===== src/rtl/hsvt_pkg.sv =====
// ----------------------------------------------------------------------------
// hsvt_pkg: shared constants and the entry compare for the heap sorter
// Widths of the pair store, sort mode codes and the order function.
// ----------------------------------------------------------------------------
package hsvt_pkg;

	localparam int DEPTH    = 64;
	localparam int TAG_BITS = 16;
	localparam int AW       = $clog2(DEPTH);
	localparam int CW       = $clog2(DEPTH + 1);

	localparam logic [1:0] MODE_ASC_VAL  = 2'd0;
	localparam logic [1:0] MODE_DESC_VAL = 2'd1;
	localparam logic [1:0] MODE_ASC_TAG  = 2'd2;
	localparam logic [1:0] MODE_DESC_TAG = 2'd3;

	typedef logic [31:0]       val_t;
	typedef logic [TAG_BITS-1:0] tag_t;
	typedef logic [AW-1:0]     addr_t;
	typedef logic [CW-1:0]     cnt_t;

	function automatic logic f_nan(input val_t x);
		f_nan = (x[30:0] > 31'h7F80_0000);
	endfunction

	function automatic logic f_eq(input val_t a, input val_t b);
		logic z;
		z = ((a[30:0] | b[30:0]) == 31'd0);
		f_eq = !f_nan(a) && !f_nan(b) && (z || (a == b));
	endfunction

	function automatic val_t okey(input val_t x);
		okey = x[31] ? ~x : (x | 32'h8000_0000);
	endfunction

	function automatic logic f_lt(input val_t a, input val_t b);
		f_lt = !f_nan(a) && !f_nan(b) && !f_eq(a, b) && (okey(a) < okey(b));
	endfunction

	// true when entry a should sink below entry b
	function automatic logic sinks(input logic [1:0] mode, input val_t va, input tag_t ta,
			input val_t vb, input tag_t tb);
		case (mode)
			MODE_ASC_VAL:  sinks = f_lt(va, vb) || (f_eq(va, vb) && ta < tb);
			MODE_DESC_VAL: sinks = f_lt(vb, va) || (f_eq(va, vb) && ta > tb);
			MODE_ASC_TAG:  sinks = ta < tb;
			default:       sinks = ta > tb;
		endcase
	endfunction

endpackage


===== src/rtl/heap_sort_value_tag_pairs.sv =====
// ----------------------------------------------------------------------------
// heap_sort_value_tag_pairs: heap sort of float value / tag pairs
// Loads pairs, heap sorts them in the chosen order, streams the sorted run.
// ----------------------------------------------------------------------------
// Words are loaded one per cycle into a 64-entry pair memory; words past the
// 64th are dropped and flag every result of that run. The word marked last
// starts an in-place heap sort run by a sequencer around one registered
// compare unit. The memory has one registered read port and one write port,
// and the sifted pair is held in registers, so one sift level with two
// children takes two child reads, a child compare and a parent compare,
// each with its wait state, and one write; a level with one child skips
// the second read and the child compare. Each build sift adds a parent read
// and a final write, each extraction a root and slot read, a root write to
// the slot and a final write. The sorted run then drains word by word, each
// read only once the output register is free or being taken. Input stall is
// high from the last word until the final word has been moved into the
// output register. sort_mode must only be written between runs.
module heap_sort_value_tag_pairs (
	input  logic           clk,
	input  logic           arst_n,
	input  logic           cfg_we,
	input  logic [1:0]     cfg_wdata,
	input  logic           in_valid,
	output logic           in_stall,
	input  logic [31:0]    key_value,
	input  logic [15:0]    tag_index,
	input  logic           last_item,
	output logic           out_valid,
	input  logic           out_stall,
	output logic [31:0]    sorted_value,
	output logic [15:0]    sorted_tag,
	output logic           final_result,
	output logic           items_dropped
);
	import hsvt_pkg::*;

	localparam logic [4:0] S_LOAD  = 5'd0;
	localparam logic [4:0] S_BUILD = 5'd1;
	localparam logic [4:0] S_RP    = 5'd2;
	localparam logic [4:0] S_RJ    = 5'd3;
	localparam logic [4:0] S_RJ1   = 5'd4;
	localparam logic [4:0] S_RJ2   = 5'd5;
	localparam logic [4:0] S_CJW   = 5'd6;
	localparam logic [4:0] S_CJ    = 5'd7;
	localparam logic [4:0] S_CKW   = 5'd8;
	localparam logic [4:0] S_CK    = 5'd9;
	localparam logic [4:0] S_SW    = 5'd10;
	localparam logic [4:0] S_FIN   = 5'd11;
	localparam logic [4:0] S_EXR   = 5'd12;
	localparam logic [4:0] S_EXR1  = 5'd13;
	localparam logic [4:0] S_EXW   = 5'd14;
	localparam logic [4:0] S_DRAIN = 5'd15;
	localparam logic [4:0] S_DWAIT = 5'd16;

	// pair memory
	val_t vmem [DEPTH];
	tag_t tmem [DEPTH];
	logic  we;
	addr_t wa, ra;
	val_t  wv, rv_q;
	tag_t  wt, rt_q;

	logic [4:0] st_q;
	logic [1:0] mode_q;
	cnt_t       cnt_q;
	logic       ovf_q;
	logic       build_q;
	cnt_t       i_q;       // build index / extraction slot / drain index
	cnt_t       k_q, j_q;  // sift parent and child (j can reach 2*last+1)
	cnt_t       sl_q;      // last index of the current sift
	val_t       vk_q, vc_q, va_q, vb_q;
	tag_t       tk_q, tc_q, ta_q, tb_q;
	logic       cmp_q;
	logic       have_q;    // output register full
	val_t       ov_q;
	tag_t       ot_q;
	logic       of_q;
	logic       od_q;
	cnt_t       cnt_inc, i_inc, i_dec, j_inc;
	logic       room;
	logic       in_acc;
	logic       out_take;

	always_ff @(posedge clk) begin
		if (we) begin
			vmem[wa] <= wv;
			tmem[wa] <= wt;
		end
		rv_q <= vmem[ra];
		rt_q <= tmem[ra];
	end

	hsvt_cmp u_cmp (
		.clk(clk), .mode(mode_q), .va(va_q), .ta(ta_q), .vb(vb_q), .tb(tb_q), .res_q(cmp_q)
	);

	assign in_stall      = (st_q != S_LOAD);
	assign out_valid     = have_q;
	assign sorted_value  = ov_q;
	assign sorted_tag    = 16'(ot_q);
	assign final_result  = of_q;
	assign items_dropped = od_q;

	assign in_acc   = in_valid && !in_stall;
	assign out_take = have_q && !out_stall;
	assign room     = (cnt_q < cnt_t'(DEPTH));
	assign cnt_inc  = cnt_q + cnt_t'(1);
	assign i_inc    = i_q + cnt_t'(1);
	assign i_dec    = i_q - cnt_t'(1);
	assign j_inc    = j_q + cnt_t'(1);

	// memory port steering
	always_comb begin
		we = 1'b0;
		wa = addr_t'(cnt_q);
		wv = key_value;
		wt = tag_t'(tag_index);
		ra = addr_t'(j_q);
		case (st_q)
			S_LOAD:  we = in_acc && room;
			S_BUILD: ra = addr_t'(i_dec);
			S_RJ1:   ra = addr_t'(j_inc);
			S_SW: begin
				we = 1'b1;
				wa = addr_t'(k_q); wv = vc_q; wt = tc_q;
			end
			S_FIN: begin
				we = 1'b1;
				wa = addr_t'(k_q); wv = vk_q; wt = tk_q;
			end
			S_EXR:   ra = addr_t'(0);
			S_EXR1:  ra = addr_t'(i_q);
			S_EXW: begin
				we = 1'b1;
				wa = addr_t'(i_q); wv = vc_q; wt = tc_q;
			end
			S_DRAIN: ra = addr_t'(i_q);
			default: ;
		endcase
	end

	// sequencer
	always_ff @(posedge clk or negedge arst_n) begin
		if (!arst_n) begin
			st_q    <= S_LOAD;
			mode_q  <= MODE_ASC_VAL;
			cnt_q   <= '0;
			ovf_q   <= 1'b0;
			build_q <= 1'b0;
			i_q     <= '0;
			k_q     <= '0;
			j_q     <= '0;
			sl_q    <= '0;
			vk_q    <= '0;
			tk_q    <= '0;
			vc_q    <= '0;
			tc_q    <= '0;
			va_q    <= '0;
			ta_q    <= '0;
			vb_q    <= '0;
			tb_q    <= '0;
			have_q  <= 1'b0;
			ov_q    <= '0;
			ot_q    <= '0;
			of_q    <= 1'b0;
			od_q    <= 1'b0;
		end else begin
			if (cfg_we) mode_q <= cfg_wdata;
			// output register
			if (st_q == S_DWAIT) begin
				have_q <= 1'b1;
				ov_q   <= rv_q;
				ot_q   <= rt_q;
				of_q   <= (i_inc == cnt_q);
				od_q   <= ovf_q;
			end else if (out_take) begin
				have_q <= 1'b0;
			end
			case (st_q)
				S_LOAD: if (in_acc) begin
					if (room) cnt_q <= cnt_inc;
					else ovf_q <= 1'b1;
					if (last_item) begin
						// last index and build start for the closed set
						sl_q    <= room ? cnt_q : cnt_t'(DEPTH - 1);
						i_q     <= room ? (cnt_inc >> 1) : cnt_t'(DEPTH / 2);
						build_q <= 1'b1;
						st_q    <= S_BUILD;
					end
				end
				S_BUILD: begin
					if (i_q == '0) begin
						build_q <= 1'b0;
						if (sl_q == '0) begin
							st_q <= S_DRAIN;
						end else begin
							i_q  <= sl_q;
							st_q <= S_EXR;
						end
					end else begin
						k_q  <= i_dec;
						j_q  <= {i_dec[CW-2:0], 1'b1};
						i_q  <= i_dec;
						st_q <= S_RP;
					end
				end
				S_RP: begin
					vk_q <= rv_q; tk_q <= rt_q;
					st_q <= S_RJ;
				end
				S_RJ: st_q <= (j_q > sl_q) ? S_FIN : S_RJ1;
				S_RJ1: begin
					vc_q <= rv_q; tc_q <= rt_q;
					if (j_q < sl_q) begin
						va_q <= rv_q; ta_q <= rt_q;
						st_q <= S_RJ2;
					end else begin
						// single child: compare parent against it
						va_q <= vk_q; ta_q <= tk_q;
						vb_q <= rv_q; tb_q <= rt_q;
						st_q <= S_CKW;
					end
				end
				S_RJ2: begin
					vb_q <= rv_q; tb_q <= rt_q;
					st_q <= S_CJW;
				end
				S_CJW: st_q <= S_CJ;
				S_CJ: begin
					// pick the child, then compare the parent against it
					if (cmp_q) begin
						j_q  <= j_inc;
						vc_q <= vb_q; tc_q <= tb_q;
					end else begin
						vb_q <= va_q; tb_q <= ta_q;
					end
					va_q <= vk_q; ta_q <= tk_q;
					st_q <= S_CKW;
				end
				S_CKW: st_q <= S_CK;
				S_CK: st_q <= cmp_q ? S_SW : S_FIN;
				S_SW: begin
					k_q  <= j_q;
					j_q  <= {j_q[CW-2:0], 1'b1};
					st_q <= S_RJ;
				end
				S_FIN: begin
					if (build_q) begin
						st_q <= S_BUILD;
					end else if (i_q == cnt_t'(1)) begin
						i_q  <= '0;
						st_q <= S_DRAIN;
					end else begin
						i_q  <= i_dec;
						st_q <= S_EXR;
					end
				end
				S_EXR: st_q <= S_EXR1;
				S_EXR1: begin
					vc_q <= rv_q; tc_q <= rt_q;  // root
					st_q <= S_EXW;
				end
				S_EXW: begin
					// root goes to the slot, old slot pair sifts from the top
					vk_q <= rv_q; tk_q <= rt_q;
					k_q  <= '0;
					j_q  <= cnt_t'(1);
					sl_q <= i_dec;
					st_q <= S_RJ;
				end
				S_DRAIN: if (!have_q || out_take) st_q <= S_DWAIT;
				S_DWAIT: begin
					if (i_inc == cnt_q) begin
						st_q  <= S_LOAD;
						cnt_q <= '0;
						ovf_q <= 1'b0;
					end else begin
						i_q  <= i_inc;
						st_q <= S_DRAIN;
					end
				end
				default: st_q <= S_LOAD;
			endcase
		end
	end
endmodule


===== src/rtl/hsvt_cmp.sv =====
// ----------------------------------------------------------------------------
// hsvt_cmp: shared compare unit
// One ordered compare of two pairs, registered.
// ----------------------------------------------------------------------------
module hsvt_cmp (
	input  logic           clk,
	input  logic [1:0]     mode,
	input  hsvt_pkg::val_t va,
	input  hsvt_pkg::tag_t ta,
	input  hsvt_pkg::val_t vb,
	input  hsvt_pkg::tag_t tb,
	output logic           res_q
);
	import hsvt_pkg::*;

	// registered compare result
	always_ff @(posedge clk) begin
		res_q <= sinks(mode, va, ta, vb, tb);
	end
endmodule


===== config.mk =====
export PLATFORM = sky130hd
export DESIGN_NAME = heap_sort_value_tag_pairs
export DESIGN_NICKNAME = d
export VERILOG_FILES = /design/src/rtl/hsvt_pkg.sv /design/src/rtl/heap_sort_value_tag_pairs.sv /design/src/rtl/hsvt_cmp.sv
export SDC_FILE = /design/constraint.sdc
export NUM_CORES = 2
export LEC_CHECK = 0
export ABC_AREA = 1
export BUFFER_PORTS_ARGS = -buffer_cell sky130_fd_sc_hd__buf_2
export CELL_PAD_IN_SITES_DETAIL_PLACEMENT = 1
export CELL_PAD_IN_SITES_GLOBAL_PLACEMENT = 2
export CORE_AREA = 2 2 626 628
export DETAILED_ROUTE_END_ITERATION = 16
export DIE_AREA = 0 0 628 630
export GPL_TIMING_DRIVEN = 1
export PLACE_DENSITY_LB_ADDON = 0.1
export SLEW_MARGIN = 20
export SYNTH_ARGS = -nofsm -noshare
export SYNTH_HDL_FRONTEND = slang
export SYNTH_SLANG_ARGS = --single-unit

===== constraint.sdc =====
create_clock -name clk -period 4.5 [get_ports clk]
set_input_delay 0.9 -clock clk [delete_from_list [all_inputs] [get_ports clk]]
set_output_delay 0.9 -clock clk [all_outputs]
set_load 0.01 [all_outputs]

**Word-level counts from Yosys, hierarchy flattened**

Memories as Yosys holds them, arrays and structs flattened. A register that Yosys moved wholly into a read port is not among the register bits.
Cells that the tools add are included.

- Register bits after elaboration: 287
- Memory bits (writable): 3072
- Input port bits: 56
- Output and inout port bits: 52
- Word-level logic and storage cells: 202
- Memories: 2

Memories:

| name | words | bits a word | read ports | clocked after Yosys merged registers in | write ports | RTL line | RTL |
|---|---|---|---|---|---|---|---|
| vmem | 64 | 32 | 1 | 1 | 1 | heap_sort_value_tag_pairs.sv:56 | `val_t vmem [DEPTH];` |
| tmem | 64 | 16 | 1 | 1 | 1 | heap_sort_value_tag_pairs.sv:57 | `tag_t tmem [DEPTH];` |

- Add/sub/neg operators: 4
- $lt $le $gt $ge: 9
- Equal/unequal tests: 36
- Multiplexer cells: 68
- Bitwise operators: 3
- Reductions and logical operators: 57

Operators by type and width:

| kind | number |
|---|---|
| 32-bit 2-to-1 mux | 6 |
| 32-bit case mux with 2 select lines | 3 |
| 7-bit 2-to-1 mux | 15 |
| 16-bit case mux with 2 select lines | 3 |
| 32-bit case mux with 3 select lines | 1 |
| 5-bit case mux with 15 select lines | 1 |
| 32-bit == test | 2 |
| 32-bit less-than comparator | 2 |
| 16-bit 2-to-1 mux | 4 |
| 32-bit inverter | 2 |
| 31-bit > comparator, second input constant | 2 |
| 7-bit case mux with 4 select lines | 2 |
| 16-bit case mux with 3 select lines | 1 |
| 5-bit by 4-bit == test with 1-bit output, second input constant | 8 |
| 31-bit logical NOT | 1 |
| 31-bit bitwise OR | 1 |
| 7-bit case mux with 2 select lines | 2 |
| 6-bit case mux with 4 select lines | 1 |
| 2-bit inequality test, second input constant | 11 |
| 7-bit by 1-bit adder with 7-bit output, second input constant | 3 |
| 5-bit by 3-bit == test with 1-bit output, second input constant | 4 |
| 5-bit 2-to-1 mux | 4 |
| 6-bit case mux with 3 select lines | 1 |
| 16-bit > comparator | 1 |
| 37 further kinds | 96 |

**Logic depth before layout (Yosys ltp)**

- Depth in word-level cells: 9
- Mapped depth: 17
- Mapped depth without buffers: 14

**Modules after synthesis**

A second synthesis with hierarchy kept.

- Cell total of the unflattened synthesis: 14061
- Area, all modules: 151856.9 sq um

Modules (own cells, without submodules):

| module | times used | cells an instance | area each (sq um) | seq. area each (sq um) |
|---|---|---|---|---|
| heap_sort_value_tag_pairs | 1 | 13525 | 148706.4 | 100366.3 |
| hsvt_cmp | 1 | 536 | 3150.5 | 20.0 |

**Worst setup path after synthesis**

OpenSTA, ideal clock, no wires.

- Kind: reg-to-reg
- From: register st_q[0]
- To: memory tmem[2][0] (netlist name), enable pin
- Library setup time: 453 ps
- Arrival time: 4043 ps
- Data required time: 4047 ps
- Path slack: 3 ps
- Cell stages (with the launch flop): 14
- Buffers on the path: 2
- Period minus slack after synthesis: 4497 ps
- Path through: dfrtp_1 > buf_2 > nor2_1 > inv_1 > nor2_1 > inv_1 > nor2_1 > nand2_1 > nor2_2 > inv_1 > nand2_1 > buf_2 > nand3_1 > nor2_1

- Cells in the longest elaborated chain, start to end: 7
- Elaborated cells on any way between the ends: 14
- Classes of those cells: 3 x eq/ne; 4 x mux; 7 x reduce/logical

RTL lines:

| element | RTL line | RTL |
|---|---|---|
| start: declaration | heap_sort_value_tag_pairs.sv:63 | `logic [4:0] st_q;` |
| start signal: assignment | heap_sort_value_tag_pairs.sv:211 | `S_RJ: st_q <= (j_q > sl_q) ? S_FIN : S_RJ1;` |
| start signal: assignment | heap_sort_value_tag_pairs.sv:241 | `S_CK: st_q <= cmp_q ? S_SW : S_FIN;` |
| 5-bit nonzero test | heap_sort_value_tag_pairs.sv:97 | `assign in_stall = (st_q != S_LOAD);` |
| 1-bit logical NOT | heap_sort_value_tag_pairs.sv:104 | `assign in_acc = in_valid && !in_stall;` |
| 1-bit logical AND | heap_sort_value_tag_pairs.sv:104 |  |
| 1-bit logical AND | heap_sort_value_tag_pairs.sv:120 | `S_LOAD: we = in_acc && room;` |
| 1-bit case mux with 2 select lines | heap_sort_value_tag_pairs.sv:119 | `case (st_q)` |
| 1-bit 2-to-1 mux | heap_sort_value_tag_pairs.sv:85 | `if (we) begin` |
| 1-bit 2-to-1 mux (implied by the code) | heap_sort_value_tag_pairs.sv:87 | `tmem[wa] <= wt;` |
| end: declaration | heap_sort_value_tag_pairs.sv:57 |  |

Parallel ways exist; a longest one is shown, timed or not.

**Final worst setup path**

- From: register i_q[1]
- To: register rt_q[9], read port of tmem

- Cells in the longest elaborated chain, start to end: 2

RTL lines:

| element | RTL line | RTL |
|---|---|---|
| start: declaration | heap_sort_value_tag_pairs.sv:68 | `cnt_t i_q;` |
| start signal: assignment | heap_sort_value_tag_pairs.sv:186 | `i_q <= room ? (cnt_inc >> 1) : cnt_t'(DEPTH / 2);` |
| start signal: assignment | heap_sort_value_tag_pairs.sv:197 | `i_q <= sl_q;` |
| start signal: assignment | heap_sort_value_tag_pairs.sv:203 | `i_q <= i_dec;` |
| 7-bit by 1-bit subtractor with 7-bit output | heap_sort_value_tag_pairs.sv:109 | `assign i_dec = i_q - cnt_t'(1);` |
| 6-bit case mux with 4 select lines * | heap_sort_value_tag_pairs.sv:119 |  |
| end: declaration | heap_sort_value_tag_pairs.sv:61 | `tag_t wt, rt_q;` |

Every way passes the cells marked *; elsewhere a longest branch is shown, timed or not.
A chain may end at the register's enable or synchronous reset.

==> flow_metrics.py <==
metrics = {
    "clock_network": {
        "cts_tree": "yes",
        "cts_buffers": 391,
        "cts.path.max_buffers": 4,
        "root_buffer": "clkbuf_16",
        "clk_pin_slew_ns": 0.06,
        "worstSkewPairLatency_ns": 0.97,
        "cts_num_sinks": 3407,
        "htree_num_levels": 5,
    },
    "status": {
        "status": "complete, no violations",
    },
    "critical_path": {
        "worst_path_largest_cell_delay_ns": 0.49,
        "path_max_fanout": 44,
        "reg2reg_from": "i_q[1]",
        "worstSetupPathType": "reg2reg",
        "worstSetupPathDepth": 16,
        "cp-start-kind": "register",
        "cp.required_ns": 5.37,
        "crit_family": "simple AND/OR/NAND/NOR gates",
        "worst-path-buf-inv": 6,
        "cp-end-kind": "register",
        "crit_arrival_ns": 5.24,
        "cpMaxStageDelayCell": "ha_1",
        "path_common_cell": "nand3_1",
        "r2r_slack_ns": 0.14,
        "crit_chain": "inv_1, ha_1, inv_1, nand4_1, nand4_1, nand2_4, buf_4, buf_12, buf_12, buf_12, nand3_1, nand3_1, nand3_1, nand3_1, nand3_1, nand2_1",
        "reg2regPathDepth": 16,
        "r2r_end": "rt_q[9]",
    },
    "global_routing": {
        "grt_first_pass_wirelength_mm": 784,
        "grt_max_degree": 193,
        "grt_pass1_vias": 111723,
        "grt_overflow": 0,
        "grt.total_usage_pct": 26.6,
        "antenna_found_initial": 21,
    },
    "finish": {
        "multi_input_area_um2": 41900,
        "syn_to_final_growth_pct": 15.9,
        "final_nets": 14096,
        "seqCellArea_um2": 100000,
        "nFillCells": 41135,
        "layout-drive-gt1-share_pct": 9.27,
    },
    "synthesis": {
        "synth-seq-area-share_pct": 66.4,
        "synth_edf_count": 3072,
        "ys_ff_latch": 3407,
        "yosysUniqueCellTypes": 49,
        "synthFlopType": "edfxtp_1",
        "synth_warnings": 0,
        "syn_area_um2": 151000,
        "syn-num-nets": 14027,
        "async_flop_share_pct": 8.39,
        "synth_cells": 13878,
        "postSynthAreaPerCell_um2": 10.9,
    },
    "timing": {
        "period_needed_ns": 4.36,
        "hold_viol": 0,
        "max_freq_mhz": 229,
        "rsz0062_at_grt": "false",
        "skew_ns": 0.0485,
        "tightest_slew_ns": 1.12,
        "setup_tns_ns": 0,
        "setup_viol": 0,
        "relSlewSlack_pct": 25.2,
        "slew_viol_final": 0,
        "finalCritPeriodShare_pct": 97.0,
    },
    "hold_path": {
        "hold_start": "cfg_wdata[0]",
        "hold_class": "in2reg",
        "hold_path_end": "mode_q[0]",
        "min_path_cells": 3,
    },
    "floorplan": {
        "die_y_um": 630,
        "ioPinCount": 108,
        "die_w_um": 628,
        "core_region_area_um2": 388000,
        "start_util_pct": 38.9,
        "rows": 229,
        "dieArea_um2": 396000,
    },
    "place": {
        "io_buffers": 107,
        "place.detailed.hpwl_mm": 310,
        "routabilityCongestion": 0.828,
    },
    "route": {
        "drt-total-wl_mm": 536,
        "routed_via_density": 5.54,
        "drtIter0Drc": 9006,
        "vias": 107914,
        "drc": 0,
        "drtAntennaViolNets": 0,
        "drt-wirelength-per-cell_um": 27.5,
        "firstDrtPassIters": 5,
    },
    "run": {
        "cap_viol_max_count": 0,
    },
}
-- state kept, by name (all words and copies together), names as in the netlist, 7 cells and up --
name / flops
sorted_value: 32
cnt_q: 7
va_q: 32
tk_q: 16
rt_q: 16
rv_q: 32
vc_q: 32
ta_q: 16
tb_q: 16
sorted_tag: 16
j_q: 7
vb_q: 32
i_q: 7
sl_q: 7
tmem: 1024
vmem: 2048
vk_q: 32
tc_q: 16
-- cell families (layout without fill, tap and decap cells) --
kind of cell	count (synthesis)	in the layout	share of synthesized area, %
simple gates	7057	7057	23.1
mux	1	1	0.00745
xor+xnor	80	80	0.464
flops	3407	3407	66.4
compound gates	606	606	2.45
buf+inv	2634	3038	6.83
other cells	0	17	0
fa+ha+maj	93	93	0.770
-- cells in the mapped netlist, types with 49 or more instances --
master / count / share of area [%]
dfxtp_1: 49 / 0.65
ha_1: 93 / 0.77
o21ai_0: 299 / 0.99
nor2_1: 163 / 0.40
a21oi_1: 58 / 0.19
inv_1: 1675 / 4.2
nand3_1: 3070 / 10
o221ai_1: 50 / 0.29
o211ai_1: 156 / 0.77
edfxtp_1: 3072 / 61
dfrtp_1: 286 / 4.7
buf_1: 152 / 0.38
buf_2: 338 / 1.1
nand2_1: 2588 / 6.4
nand3b_1: 1145 / 5.7
clkbuf_1: 453 / 1.1
-- worst reg2reg max path, delay by kind of cell (launching register included) --
| kind | cells | cell delay, ns |
|---|---|---|
| and+or+nand+nor | 9 | 1.90 |
| adders and majority gates | 1 | 0.49 |
| buffers and inverters | 6 | 1.45 |
| DFF | 1 | 0.44 |
-- cells in the final DEF (no fill, tap or decap), types with 229 or more instances in the layout --
| master | count |
|---|---|
| nand2_1 | 2582 |
| nand3b_1 | 1145 |
| dfrtp_1 | 284 |
| o21ai_0 | 299 |
| edfxtp_1 | 3072 |
| nand3_1 | 3065 |
| inv_1 | 1671 |
| clkbuf_16 | 396 |
| buf_4 | 284 |
| buf_12 | 229 |
-- metrics by stage --
stage	utilization, %	cell area [µm²]	cells	hold WS (ns)	setup WS [ns]
4_1_cts	45.1	175000	19474	0.0963	0.0732
6_report	45.1	175000	19496	0.190	0.136
2_1_floorplan	-	151000	13878	0.453	0.00334
3_5_place_dp	41.8	162000	18745	0.467	0.115
5_1_grt	45.1	175000	19482	0.146	0.0138
3_3_place_gp	41.8	162000	18745	0.460	0.128
-- per-layer routing --
metal / global-route usage (%) / wire (µm) / vias up
met5: 0 / 7 / -
met4: 5.23 / 10600 / 2
met3: 3.13 / 26500 / 638
met2: 44.0 / 252000 / 2727
met1: 37.8 / 246000 / 56357
li1: - / - / 48190
-- layout make-up --
| type | instances | share of cell area (%) |
|---|---|---|
| multi-input combinational | 7837 | 23.9 |
| clock buffer | 529 | 6.06 |
| sequential | 3407 | 57.3 |
| timing repair buffer | 623 | 4.18 |
| inverter | 1687 | 3.63 |
| antenna | 17 | 0.0243 |
| clock inverter | 199 | 1.13 |
| tap | 5197 | 3.71 |
-- worst max path at each step --
stage	to	slack [ns]	from
6_report	rt_q[9]	0.14	i_q[1]
5_1_grt	rt_q[5]	0.01	st_q[0]
4_1_cts	rv_q[29]	0.07	st_q[4]
3_5_place_dp	rv_q[29]	0.12	st_q[4]
3_3_place_gp	rv_q[29]	0.13	st_q[4]
2_1_floorplan	tmem[2][0]	0.003	st_q[0]
-- what timing repair did --
item | in CTS | in global routing
resized for setup | 0 | 5
setup endpoints to repair | 0 | 110
setup buffers | 0 | 3
hold endpoints to repair | 78 | 0
hold buffers | 1 | 0
Power is left out: the tool's default activity adds up to more than one toggle a clock period on the data nets, which glitch-free logic cannot reach.
